==> src/hdl/assert_macros.svh <==
// ----------------------------------------------------------------------------
// assert_macros.svh
// Concurrent assertion helpers shared by the RTL. Define ASSERT_OFF to drop
// every check.
// ----------------------------------------------------------------------------
`ifndef ASSERT_MACROS_SVH
`define ASSERT_MACROS_SVH

`ifndef ASSERT_OFF

// Property must hold at every clock edge outside reset
`define ASSERT_HOLDS(label, clk, rst_n, prop, msg) \
    label: assert property (@(posedge clk) disable iff (!rst_n) (prop)) \
        else $error(msg);

// Antecedent in one cycle implies consequent in the next
`define ASSERT_NEXT(label, clk, rst_n, ante, cons, msg) \
    label: assert property (@(posedge clk) disable iff (!rst_n) (ante) |=> (cons)) \
        else $error(msg);

// Antecedent implies consequent in the same cycle
`define ASSERT_SAME(label, clk, rst_n, ante, cons, msg) \
    label: assert property (@(posedge clk) disable iff (!rst_n) (ante) |-> (cons)) \
        else $error(msg);

`else

`define ASSERT_HOLDS(label, clk, rst_n, prop, msg)
`define ASSERT_NEXT(label, clk, rst_n, ante, cons, msg)
`define ASSERT_SAME(label, clk, rst_n, ante, cons, msg)

`endif

`endif

==> src/hdl/pfde_pkg.sv <==
// ----------------------------------------------------------------------------
// pfde_pkg
// Types and constants of the postfix digit evaluator.
// ----------------------------------------------------------------------------
`default_nettype none

package pfde_pkg;

    localparam int DATA_W = 32;
    localparam int ITER_W = 5;
    localparam logic [ITER_W-1:0] ITER_LAST = 5'd31;

    // Character codes
    localparam logic [7:0] CH_ZERO  = 8'h30;
    localparam logic [7:0] CH_NINE  = 8'h39;
    localparam logic [7:0] CH_PLUS  = 8'h2B;
    localparam logic [7:0] CH_MINUS = 8'h2D;
    localparam logic [7:0] CH_STAR  = 8'h2A;
    localparam logic [7:0] CH_SLASH = 8'h2F;

    typedef enum logic [2:0] {
        STS_OK        = 3'd0,
        STS_UNDERFLOW = 3'd1,
        STS_OVERFLOW  = 3'd2,
        STS_DIVZERO   = 3'd3,
        STS_BADSYM    = 3'd4,
        STS_EMPTY     = 3'd5
    } status_t;

    typedef enum logic [2:0] {
        ST_IDLE,
        ST_DECODE,
        ST_EXEC,
        ST_MUL,
        ST_DIV,
        ST_DFIX,
        ST_EMIT
    } state_t;

    // Magnitude of a two's complement word
    function automatic logic [DATA_W-1:0] mag32(input logic [DATA_W-1:0] v);
        mag32 = v[DATA_W-1] ? (~v + 1'b1) : v;
    endfunction

endpackage

`default_nettype wire

==> src/hdl/postfix_digit_evaluator_top.sv <==
// Sequence: a digit passes ST_DECODE; '+'/'-' add ST_EXEC; '*' then ST_MUL,
//   '/' ST_DIV, ST_DFIX; a last character loads the result register in ST_EMIT.
// Throughput: one request at a time; the worst case is set by the 32-step
//   shared add/subtract unit in divide (and multiply).
// Reset: rst_n clears the sequencer, stack count, sticky error and result
//   valid; stack memory contents are not cleared (only written entries read).
// ----------------------------------------------------------------------------
// postfix_digit_evaluator_top
// Evaluates postfix expressions of single digits and + - * / one character
// per request, with a value stack in memory and one iterative arithmetic unit.
// ----------------------------------------------------------------------------
`default_nettype none

`include "assert_macros.svh"

module postfix_digit_evaluator_top #(
    parameter int STACK_DEPTH = 32
) (
    input  wire logic               clk,
    input  wire logic               rst_n,
    // request channel
    input  wire logic               in_valid,
    output logic                    in_stall,
    input  wire logic [7:0]         symbol,
    input  wire logic               last,
    // result channel
    output logic                    out_valid,
    input  wire logic               out_stall,
    output logic signed [31:0]      value,
    output logic [2:0]              status
);

    localparam int AW = $clog2(STACK_DEPTH);
    localparam int CW = $clog2(STACK_DEPTH + 1);
    localparam int DW = pfde_pkg::DATA_W;

    // Control state
    pfde_pkg::state_t  state_reg, state_next;
    logic [CW-1:0]     count_reg, count_next;
    pfde_pkg::status_t err_reg, err_next;
    logic              out_valid_reg;

    // Datapath registers
    logic [7:0]                 sym_reg;
    logic                       last_reg;
    logic [DW-1:0]              tos_reg, tos_next;
    logic [DW-1:0]              opa_reg, opa_next;
    logic [DW-1:0]              opb_reg, opb_next;
    logic [DW-1:0]              acc_reg, acc_next;
    logic [pfde_pkg::ITER_W-1:0] itr_reg, itr_next;
    logic                       neg_reg, neg_next;
    logic [DW-1:0]              rd_reg;
    logic [DW-1:0]              value_reg;
    pfde_pkg::status_t          status_reg;

    // Stack memory, holds entries below the top of stack
    logic [DW-1:0] stack_mem [STACK_DEPTH];
    logic          mem_we;
    logic [CW-1:0] cnt_m1, cnt_m2;
    logic [AW-1:0] wr_idx, rd_idx;

    // Shared add/subtract unit
    logic [DW:0] add_a, add_b, add_sum;
    logic        add_sub;

    logic       accept;
    logic       out_load;
    logic       is_digit, is_op;
    logic [DW:0] rem_shift;
    logic       last_next_step;

    assign accept   = in_valid && !in_stall;
    assign in_stall = (state_reg != pfde_pkg::ST_IDLE);

    assign cnt_m1 = count_reg - CW'(1);
    assign cnt_m2 = count_reg - CW'(2);
    assign wr_idx = cnt_m1[AW-1:0];
    assign rd_idx = cnt_m2[AW-1:0];

    assign is_digit = (sym_reg >= pfde_pkg::CH_ZERO) && (sym_reg <= pfde_pkg::CH_NINE);
    assign is_op    = (sym_reg == pfde_pkg::CH_PLUS) || (sym_reg == pfde_pkg::CH_MINUS) ||
                      (sym_reg == pfde_pkg::CH_STAR) || (sym_reg == pfde_pkg::CH_SLASH);

    assign rem_shift = {acc_reg, opa_reg[DW-1]};
    assign add_sum   = add_sub ? (add_a - add_b) : (add_a + add_b);

    // Operand select for the shared unit
    always_comb
    begin
        add_a   = '0;
        add_b   = '0;
        add_sub = 1'b0;
        unique case (state_reg)
            pfde_pkg::ST_EXEC:
            begin
                add_a   = {1'b0, rd_reg};
                add_b   = {1'b0, tos_reg};
                add_sub = (sym_reg == pfde_pkg::CH_MINUS);
            end
            pfde_pkg::ST_MUL:
            begin
                add_a = {1'b0, acc_reg};
                add_b = opb_reg[0] ? {1'b0, opa_reg} : '0;
            end
            pfde_pkg::ST_DIV:
            begin
                add_a   = rem_shift;
                add_b   = {1'b0, opb_reg};
                add_sub = 1'b1;
            end
            pfde_pkg::ST_DFIX:
            begin
                add_a   = neg_reg ? '0 : {1'b0, opa_reg};
                add_b   = neg_reg ? {1'b0, opa_reg} : '0;
                add_sub = neg_reg;
            end
            default:
            begin
                add_a = '0;
            end
        endcase
    end

    // Sequencer: next state and datapath updates
    always_comb
    begin
        state_next     = state_reg;
        count_next     = count_reg;
        err_next       = err_reg;
        tos_next       = tos_reg;
        opa_next       = opa_reg;
        opb_next       = opb_reg;
        acc_next       = acc_reg;
        itr_next       = itr_reg;
        neg_next       = neg_reg;
        mem_we         = 1'b0;
        out_load       = 1'b0;
        last_next_step = last_reg;
        unique case (state_reg)
            pfde_pkg::ST_IDLE:
            begin
                if (accept)
                begin
                    state_next = pfde_pkg::ST_DECODE;
                end
            end
            pfde_pkg::ST_DECODE:
            begin
                state_next = last_next_step ? pfde_pkg::ST_EMIT : pfde_pkg::ST_IDLE;
                priority if (err_reg != pfde_pkg::STS_OK)
                begin
                    // sticky error: ignore the character
                end
                else if (is_digit)
                begin
                    if (count_reg >= CW'(STACK_DEPTH))
                    begin
                        err_next = pfde_pkg::STS_OVERFLOW;
                    end
                    else
                    begin
                        mem_we     = (count_reg != '0);
                        tos_next   = DW'(sym_reg - pfde_pkg::CH_ZERO);
                        count_next = count_reg + CW'(1);
                    end
                end
                else if (!is_op)
                begin
                    err_next = pfde_pkg::STS_BADSYM;
                end
                else if (count_reg < CW'(2))
                begin
                    err_next = pfde_pkg::STS_UNDERFLOW;
                end
                else
                begin
                    // second operand is read from memory this cycle
                    state_next = pfde_pkg::ST_EXEC;
                end
            end
            pfde_pkg::ST_EXEC:
            begin
                state_next = last_next_step ? pfde_pkg::ST_EMIT : pfde_pkg::ST_IDLE;
                priority if (sym_reg == pfde_pkg::CH_STAR)
                begin
                    acc_next   = '0;
                    opa_next   = rd_reg;
                    opb_next   = tos_reg;
                    itr_next   = '0;
                    state_next = pfde_pkg::ST_MUL;
                end
                else if (sym_reg == pfde_pkg::CH_SLASH)
                begin
                    if (tos_reg == '0)
                    begin
                        err_next = pfde_pkg::STS_DIVZERO;
                    end
                    else
                    begin
                        acc_next   = '0;
                        opa_next   = pfde_pkg::mag32(rd_reg);
                        opb_next   = pfde_pkg::mag32(tos_reg);
                        neg_next   = rd_reg[DW-1] ^ tos_reg[DW-1];
                        itr_next   = '0;
                        state_next = pfde_pkg::ST_DIV;
                    end
                end
                else
                begin
                    tos_next   = add_sum[DW-1:0];
                    count_next = cnt_m1;
                end
            end
            pfde_pkg::ST_MUL:
            begin
                // shift-add, one multiplier bit per cycle
                acc_next = add_sum[DW-1:0];
                opa_next = {opa_reg[DW-2:0], 1'b0};
                opb_next = {1'b0, opb_reg[DW-1:1]};
                itr_next = itr_reg + 1'b1;
                if (itr_reg == pfde_pkg::ITER_LAST)
                begin
                    tos_next   = add_sum[DW-1:0];
                    count_next = cnt_m1;
                    state_next = last_next_step ? pfde_pkg::ST_EMIT : pfde_pkg::ST_IDLE;
                end
            end
            pfde_pkg::ST_DIV:
            begin
                // restoring divide, one quotient bit per cycle
                acc_next = add_sum[DW] ? rem_shift[DW-1:0] : add_sum[DW-1:0];
                opa_next = {opa_reg[DW-2:0], ~add_sum[DW]};
                itr_next = itr_reg + 1'b1;
                if (itr_reg == pfde_pkg::ITER_LAST)
                begin
                    state_next = pfde_pkg::ST_DFIX;
                end
            end
            pfde_pkg::ST_DFIX:
            begin
                tos_next   = add_sum[DW-1:0];
                count_next = cnt_m1;
                state_next = last_next_step ? pfde_pkg::ST_EMIT : pfde_pkg::ST_IDLE;
            end
            pfde_pkg::ST_EMIT:
            begin
                if (!out_valid_reg || !out_stall)
                begin
                    out_load   = 1'b1;
                    count_next = '0;
                    err_next   = pfde_pkg::STS_OK;
                    state_next = pfde_pkg::ST_IDLE;
                end
            end
            default:
            begin
                state_next = pfde_pkg::ST_IDLE;
            end
        endcase
    end

    // Control registers
    always_ff @(posedge clk or negedge rst_n)
    begin
        if (!rst_n)
        begin
            state_reg     <= pfde_pkg::ST_IDLE;
            count_reg     <= '0;
            err_reg       <= pfde_pkg::STS_OK;
            out_valid_reg <= 1'b0;
        end
        else
        begin
            state_reg <= state_next;
            count_reg <= count_next;
            err_reg   <= err_next;
            if (out_load)
            begin
                out_valid_reg <= 1'b1;
            end
            else if (!out_stall)
            begin
                out_valid_reg <= 1'b0;
            end
        end
    end

    // Datapath registers
    always_ff @(posedge clk)
    begin
        if (accept)
        begin
            sym_reg  <= symbol;
            last_reg <= last;
        end
        tos_reg <= tos_next;
        opa_reg <= opa_next;
        opb_reg <= opb_next;
        acc_reg <= acc_next;
        itr_reg <= itr_next;
        neg_reg <= neg_next;
        if (out_load)
        begin
            if (err_reg != pfde_pkg::STS_OK)
            begin
                value_reg  <= '0;
                status_reg <= err_reg;
            end
            else if (count_reg == '0)
            begin
                value_reg  <= '0;
                status_reg <= pfde_pkg::STS_EMPTY;
            end
            else
            begin
                value_reg  <= tos_reg;
                status_reg <= pfde_pkg::STS_OK;
            end
        end
    end

    // Stack memory: one write port, one registered read port
    always_ff @(posedge clk)
    begin
        if (mem_we)
        begin
            stack_mem[wr_idx] <= tos_reg;
        end
        if (state_reg == pfde_pkg::ST_DECODE)
        begin
            rd_reg <= stack_mem[rd_idx];
        end
    end

    assign out_valid = out_valid_reg;
    assign value     = $signed(value_reg);
    assign status    = status_reg;

    // Checks
    `ASSERT_HOLDS(a_count_range, clk, rst_n, count_reg <= CW'(STACK_DEPTH), "stack count above depth")
    `ASSERT_NEXT(a_busy_after_req, clk, rst_n, accept, in_stall, "request not followed by busy")
    `ASSERT_NEXT(a_emit_clears, clk, rst_n, out_load, (count_reg == '0) && (err_reg == pfde_pkg::STS_OK) && out_valid, "result emit did not clear stack")
    `ASSERT_SAME(a_div_nonzero, clk, rst_n, state_reg == pfde_pkg::ST_DIV, opb_reg != '0, "divide with zero divisor")
    `ASSERT_NEXT(a_err_sticky, clk, rst_n, (err_reg != pfde_pkg::STS_OK) && !out_load, err_reg == $past(err_reg), "sticky error changed")

endmodule

`default_nettype wire
==> config.mk <==
export PLATFORM = sky130hd
export DESIGN_NAME = postfix_digit_evaluator_top
export DESIGN_NICKNAME = d
export VERILOG_FILES = /design/src/hdl/pfde_pkg.sv /design/src/hdl/postfix_digit_evaluator_top.sv
export VERILOG_INCLUDE_DIRS = /design/src /design/src/hdl
export SDC_FILE = /design/constraint.sdc
export NUM_CORES = 2
export LEC_CHECK = 0
export CAP_MARGIN = 20
export CORE_ASPECT_RATIO = 1.25
export CORE_UTILIZATION = 30
export DETAILED_ROUTE_END_ITERATION = 10
export DONT_BUFFER_PORTS = 1
export PLACE_DENSITY = 0.51
export SLEW_MARGIN = 20
export SYNTH_ARGS = -nofsm -noshare
export SYNTH_HDL_FRONTEND = slang
export SYNTH_SLANG_ARGS = --single-unit
==> constraint.sdc <==
create_clock -name clk -period 14.3 [get_ports clk]
set_input_delay 2.86 -clock clk [delete_from_list [all_inputs] [get_ports clk]]
set_output_delay 2.86 -clock clk [all_outputs]
set_load 0.02 [all_outputs]
# Yosys cells after proc, flatten, opt, wreduce, memory -nomap -nowiden
# Memories as Yosys holds them, arrays and structs flattened. A register that Yosys moved wholly into a read port is not among the register bits.
# Cells that the tools add are included.
# word_totals
out_inout_bits,37
n_memories,1
mem_bits_rw,1024
regBits,191
elab_cells,167
inputBits,13
# memory_table
name,words,word_bits,rd,rd_clocked_by_memory_dff,wr,line,source
stack_mem,32,32,1,1,1,postfix_digit_evaluator_top.sv:57,logic [DW-1:0] stack_mem [STACK_DEPTH];
# op_classes
reduce_logical,31
n_eq_ne,27
bitwise,6
mux,75
add_sub_neg,9
magnitude_cmp,4
# op_table
op,n
$mux 32,21
$pmux 32 s4,2
$pmux 32 s3,2
$pmux 33 s4,1
$mux 3,22
$add 32x1->32 const B,2
$not 32->32,2
$pmux 32 s2,1
$mux 6,7
$add 33x33->33,1
$mux 33,1
$sub 33x33->33,1
$eq 8x6->1 const B,4
$logic_not 32->1,1
$pmux 6 s5,1
$ne 2x2->1 const B,11
$pmux 3 s7,1
$reduce_and 8->1,2
$mux 5,3
$reduce_bool 3->1,4
$mux 1,10
$pmux 5 s2,1
$eq 3x3->1 const B,3
$ne 3x3->1 const B,3
31 further kinds,45

# Logic depth before layout (Yosys ltp)
# logic_depth
word_depth,8
depth_mapped,25
ltp_nobuf,22

# Worst setup path before layout
# Ideal clock, no wire load.
# synth_timing
path_kind,register to register
from,register sym_reg[4]
to,"register acc_reg[0], enable pin"
t_required_ps,13766
period_less_slack_ps,5734
setup_ps,534
arrival_time_ps,5200
slack_ps,8566
path_buffers,2
stages_incl_launch_ff,9
path_cell_list,edfxtp_1 > inv_1 > ha_1 > and3_1 > clkbuf_1 > nand2_1 > or3_1 > clkbuf_1 > a32oi_1
# synth_between
elab_chain_len,3
word_cells_on_any_way,5
cone_classes,eq/ne: 4; reduce/logical: 1
# synth_rtl
element,line,source
from (decl),postfix_digit_evaluator_top.sv:44,logic [7:0] sym_reg;
from (signal assigned),postfix_digit_evaluator_top.sv:293,sym_reg <= symbol;
"$eq 8x6->1, on equally long branches","postfix_digit_evaluator_top.sv:184, postfix_digit_evaluator_top.sv:192",
$ne 3x3->1 (no source line),-,
$reduce_and 3->1 (no source line) *,-,
to (signal assigned),postfix_digit_evaluator_top.sv:299,acc_reg <= acc_next;
to (decl),postfix_digit_evaluator_top.sv:49,"logic [DW-1:0] acc_reg, acc_next;"
# Every way passes the cells marked *; elsewhere a longest branch is shown, timed or not.
# A chain may end at the register's enable or synchronous reset.

# Final worst setup path
# layout_timing
from,register state_reg[1]
to,"register acc_reg[30], data pin"
# layout_between
elab_chain_len,6
word_cells_on_any_way,12
cone_classes,add/sub: 2; eq/ne: 4; mux: 6
# layout_rtl
element,line,source
from (decl),postfix_digit_evaluator_top.sv:38,"pfde_pkg::state_t state_reg, state_next;"
from (signal assigned),postfix_digit_evaluator_top.sv:267,state_reg <= pfde_pkg::ST_IDLE;
from (signal assigned),postfix_digit_evaluator_top.sv:274,state_reg <= state_next;
"$eq 3x3->1, or another cell as far along",postfix_digit_evaluator_top.sv:93,unique case (state_reg)
$pmux 33 s4 or $pmux 32 s4 (tied branches),postfix_digit_evaluator_top.sv:93,
$add 33x33->33 or $sub 33x33->33 (tied branches),postfix_digit_evaluator_top.sv:85,assign add_sum = add_sub ? (add_a - add_b) : (add_a + add_b);
$mux 33,postfix_digit_evaluator_top.sv:85,
$mux 32,postfix_digit_evaluator_top.sv:231,acc_next = add_sum[DW] ? rem_shift[DW-1:0] : add_sum[DW-1:0];
$pmux 32 s3 *,postfix_digit_evaluator_top.sv:139,unique case (state_reg)
net acc_next[30],postfix_digit_evaluator_top.sv:49,
# The timed path passes the listed nets; every way through them passes the cells marked *.

==> flow_summary.rst <==
.. list-table::
   :header-rows: 1

   * - Metric
     - Value
   * - Post-synth EDFFs
     - 1234
   * - Part of the cycle the worst path needs
     - 0.514
   * - Die boundary height
     - 475 um
   * - Synth top area cells
     - edfxtp_1 (69%), mux4_2 (13%), o21ai_0 (1.7%)
   * - Row Count
     - 173
   * - Sink count of the clock tree
     - 1247
   * - CP Data Required Time
     - 14860 ps
   * - Leak
     - 19.2 nW
   * - Sum of overflow across all layers after global routing
     - 0
   * - Setup repair after global routing missed its margin
     - false
   * - DP HPWL
     - 93400 um
   * - Area taken by multi-input logic gates
     - 15900 um2
   * - Worst-case clock buffer depth
     - 3
   * - Layout cells sized above 1
     - 0.220
   * - Reg-to-reg setup timing slack
     - 6950 ps
   * - Ys async rst share
     - 0.0104
   * - CTS Hold Buffers Added
     - 0
   * - Leading cell type in the layout, fill and taps excluded
     - edfxtp_1
   * - Combinational fraction of design power
     - 0.434
   * - Maximum number of pins on one net before global-route repair
     - 121
   * - Status
     - complete, no violations
   * - Register area
     - 37400 um2
   * - CP Data Arrival Time
     - 7910 ps
   * - Cts bufs inserted
     - 118
   * - Top reg by flops
     - stack_mem
   * - Util after Layout
     - 0.344
   * - Share of total power in the clock network
     - 0.210
   * - Top cell type's share of synthesized area
     - 0.689
   * - Post-CTS sizing
     - 0
   * - Width of the die
     - 381 um
   * - Final RePlAce weighted congestion
     - 0.951
   * - Tightest slew margin relative to the limit
     - 0.183
   * - Post-layout nets
     - 3186
   * - Number of different library cells in the post-synthesis netlist
     - 85
   * - Area of the die
     - 181000 um2
   * - Detail-routed via count per cell
     - 5.25
   * - Summed instance area of the synthesized netlist
     - 53800 um2
   * - Initial Utilization
     - 0.302
   * - Flip-flop count of the largest register after layout
     - 1024
   * - Category of the worst setup path capture point
     - flip-flop
   * - Buffers on Ports
     - 0
   * - Fraction of power spent switching nets
     - 0.389
   * - Number of global-route vias before repair
     - 29800
   * - Slew at the pin closest to its max-slew limit
     - 1220 ps
   * - Max-capacitance violation count
     - 0
   * - F_max
     - 136 MHz
   * - Predominant post-synthesis flop cell
     - edfxtp_1
   * - Most area-hungry cell type in the Yosys netlist
     - edfxtp_1
   * - Sequential cell fraction of total power
     - 0.356
   * - Final total negative setup slack
     - 0 ps
   * - NetSw
     - 6.02 mW
   * - Top-level port count
     - 50
   * - Synth warn
     - 0
   * - Final count of pins violating max slew
     - 0
   * - Total detailed-routing wirelength
     - 159000 um
   * - Setup WS post-layout
     - 6950 ps
   * - HP Class
     - flip-flop to flip-flop
   * - Total setup violations reported at the end of the flow
     - 0
   * - GRT Total Usage
     - 0.174
   * - Number of nets with antenna violations after detailed routing
     - 0
   * - Global-route wire length before repair
     - 225000 um
   * - Worst setup path category
     - flip-flop to flip-flop
   * - Number of antenna violations at the first check in global routing
     - 9
   * - CTS tree
     - yes
   * - Startpoint type of the worst setup path
     - flip-flop
   * - Total setup buffers inserted after CTS
     - 0
   * - Cell chosen for the clock root
     - clkbuf_16
   * - Gate Count Post-Synth
     - 3067
   * - Routed via count
     - 29300
   * - Starting DRT DRC Count
     - 3125
   * - Worst-path fanout max
     - 59
   * - Drt first pass iters
     - 6
   * - Clock slew seen by the registers of the worst setup and hold paths
     - 70 ps
   * - Synth-to-layout area growth
     - 13.8%
   * - Number of filler cells placed in the layout
     - 16900
   * - Number of levels in the clock H-tree
     - 3
   * - Sequential fraction of the synthesis area
     - 0.695
   * - Syn nets
     - 3129
   * - Placeable core region
     - 178000 um2
   * - Power per Cell Area
     - 252 nW/um2
   * - Clock latency on the worst-skew pair
     - 740 ps
   * - Endpoints failing hold
     - 0
   * - Seq cells post-synth
     - 1247
   * - Internal power contribution
     - 9.45 mW
   * - Average wire per standard cell
     - 28.4 um
   * - Setup slack at placement
     - 7140 ps
   * - Commonest cells after routing, fill and taps aside
     - edfxtp_1 (1234), mux4_2 (320), nand2_1 (195)
   * - VDD IR-drop max
     - 0.000164 V
   * - Average footprint of a synthesized cell
     - 17.5 um2
   * - Min Tclk post-route
     - 7350 ps
   * - Clock Skew
     - 27.2 ps
   * - Final hold slack
     - 496 ps
   * - Post-route DRC violation count
     - 0
[cell type report]
class,count,share of cell area
Sequential cell,1247,0.611
Timing Repair Buffer,100,0.0131
Inverter,69,0.00423
Clock buffer,146,0.0511
Antenna cell,2,0.0000817
Clock inverter,70,0.0136
Multi-Input combinational cell,1588,0.259
Tap cell,2362,0.0483
[critical path: stages, from the launching register on]
cell	delay, ps
dfrtp_2	970
nor2b_1	360
a22o_1	340
a22oi_2	220
ha_1	250
inv_1	50
a2111oi_1	570
nand4b_1	330
nor2_1	230
nand4_1	220
o41ai_1	500
xor2_1	130
ha_1	420
nand2_1	90
nor2_1	240
and3_1	200
o2111ai_1	180
nand2_1	160
a211oi_1	160
xnor2_4	590
buf_4	400
nand2_2	250
o221ai_1	260
[kinds of logic (layout without fill, tap and decap cells)]
logic type / count (synthesis) / after routing / share of synthesized area
buffers and inverters: 232 / 385 / 0.0174
flip-flops: 1247 / 1247 / 0.695
AO/OA/AOI/OAI: 482 / 482 / 0.0575
other: 0 / 2 / 0
adder cells (fa/ha/maj): 49 / 49 / 0.0115
AND/OR/NAND/NOR: 528 / 528 / 0.0475
multiplexers: 406 / 406 / 0.151
XOR/XNOR: 123 / 123 / 0.0202
[through the flow]
step                total power [mW]  instances  cell area [um2]
floorplan                       9.92       3067            53800
global placement                12.3       5364            57200
detailed placement              12.3       5365            57300
CTS                             15.6       5581            61200
global route                    16.2       5583            61200
finish                          15.5       5584            61200
[synth_stat cells (9+ instances only)]
master and n:
nand3b_1 12, a21o_1 13, edfxtp_1 1234, a21oi_1 82
ha_1 48, mux2i_1 43, o221ai_1 9, o211ai_1 15
nand2_1 196, or3_1 13, o31ai_1 16, nand4_1 13
clkbuf_1 128, inv_1 68, o22ai_1 23, and3_1 11
nor2_1 122, xnor2_1 58, and2_1 42, o21ai_0 179
a211oi_1 9, dfrtp_1 13, nand3_1 17, mux4_2 320
buf_1 20, nor3_1 29, mux2_2 37, a31oi_1 9
a22oi_1 36, xor2_1 64, nand2b_1 15, o32ai_1 10
nor2b_1 11
[worst paths after layout]
path | cells past startpoint | start | endpoint
max | 22 | state_reg[1] | acc_reg[30]
min | 0 | err_reg[1] | status[1]
max reg2reg | 22 | state_reg[1] | acc_reg[30]
min reg2reg | 0 | err_reg[1] | status[1]
max in group asynchronous | 0 | rst_n | count_reg[1]
min in group asynchronous | 0 | rst_n | count_reg[4]
[power groups by stage]
stage / clock, mW / combinational (mW) / sequential (mW)
finish: 3.25 / 6.72 / 5.50
floorplan: 0 / 4.39 / 5.53
global placement: 0 / 6.70 / 5.58
global route: 3.44 / 7.23 / 5.52
CTS: 3.32 / 6.76 / 5.50
detailed placement: 0 / 6.73 / 5.57
[per-layer routing]
metal / wire [um] / GRT usage
met1: 65200 / 0.220
met2: 81300 / 0.307
met3: 7090 / 0.0197
met4: 5160 / 0.0581
met5: 0 / 0
Power figures use the tool's default switching activity.
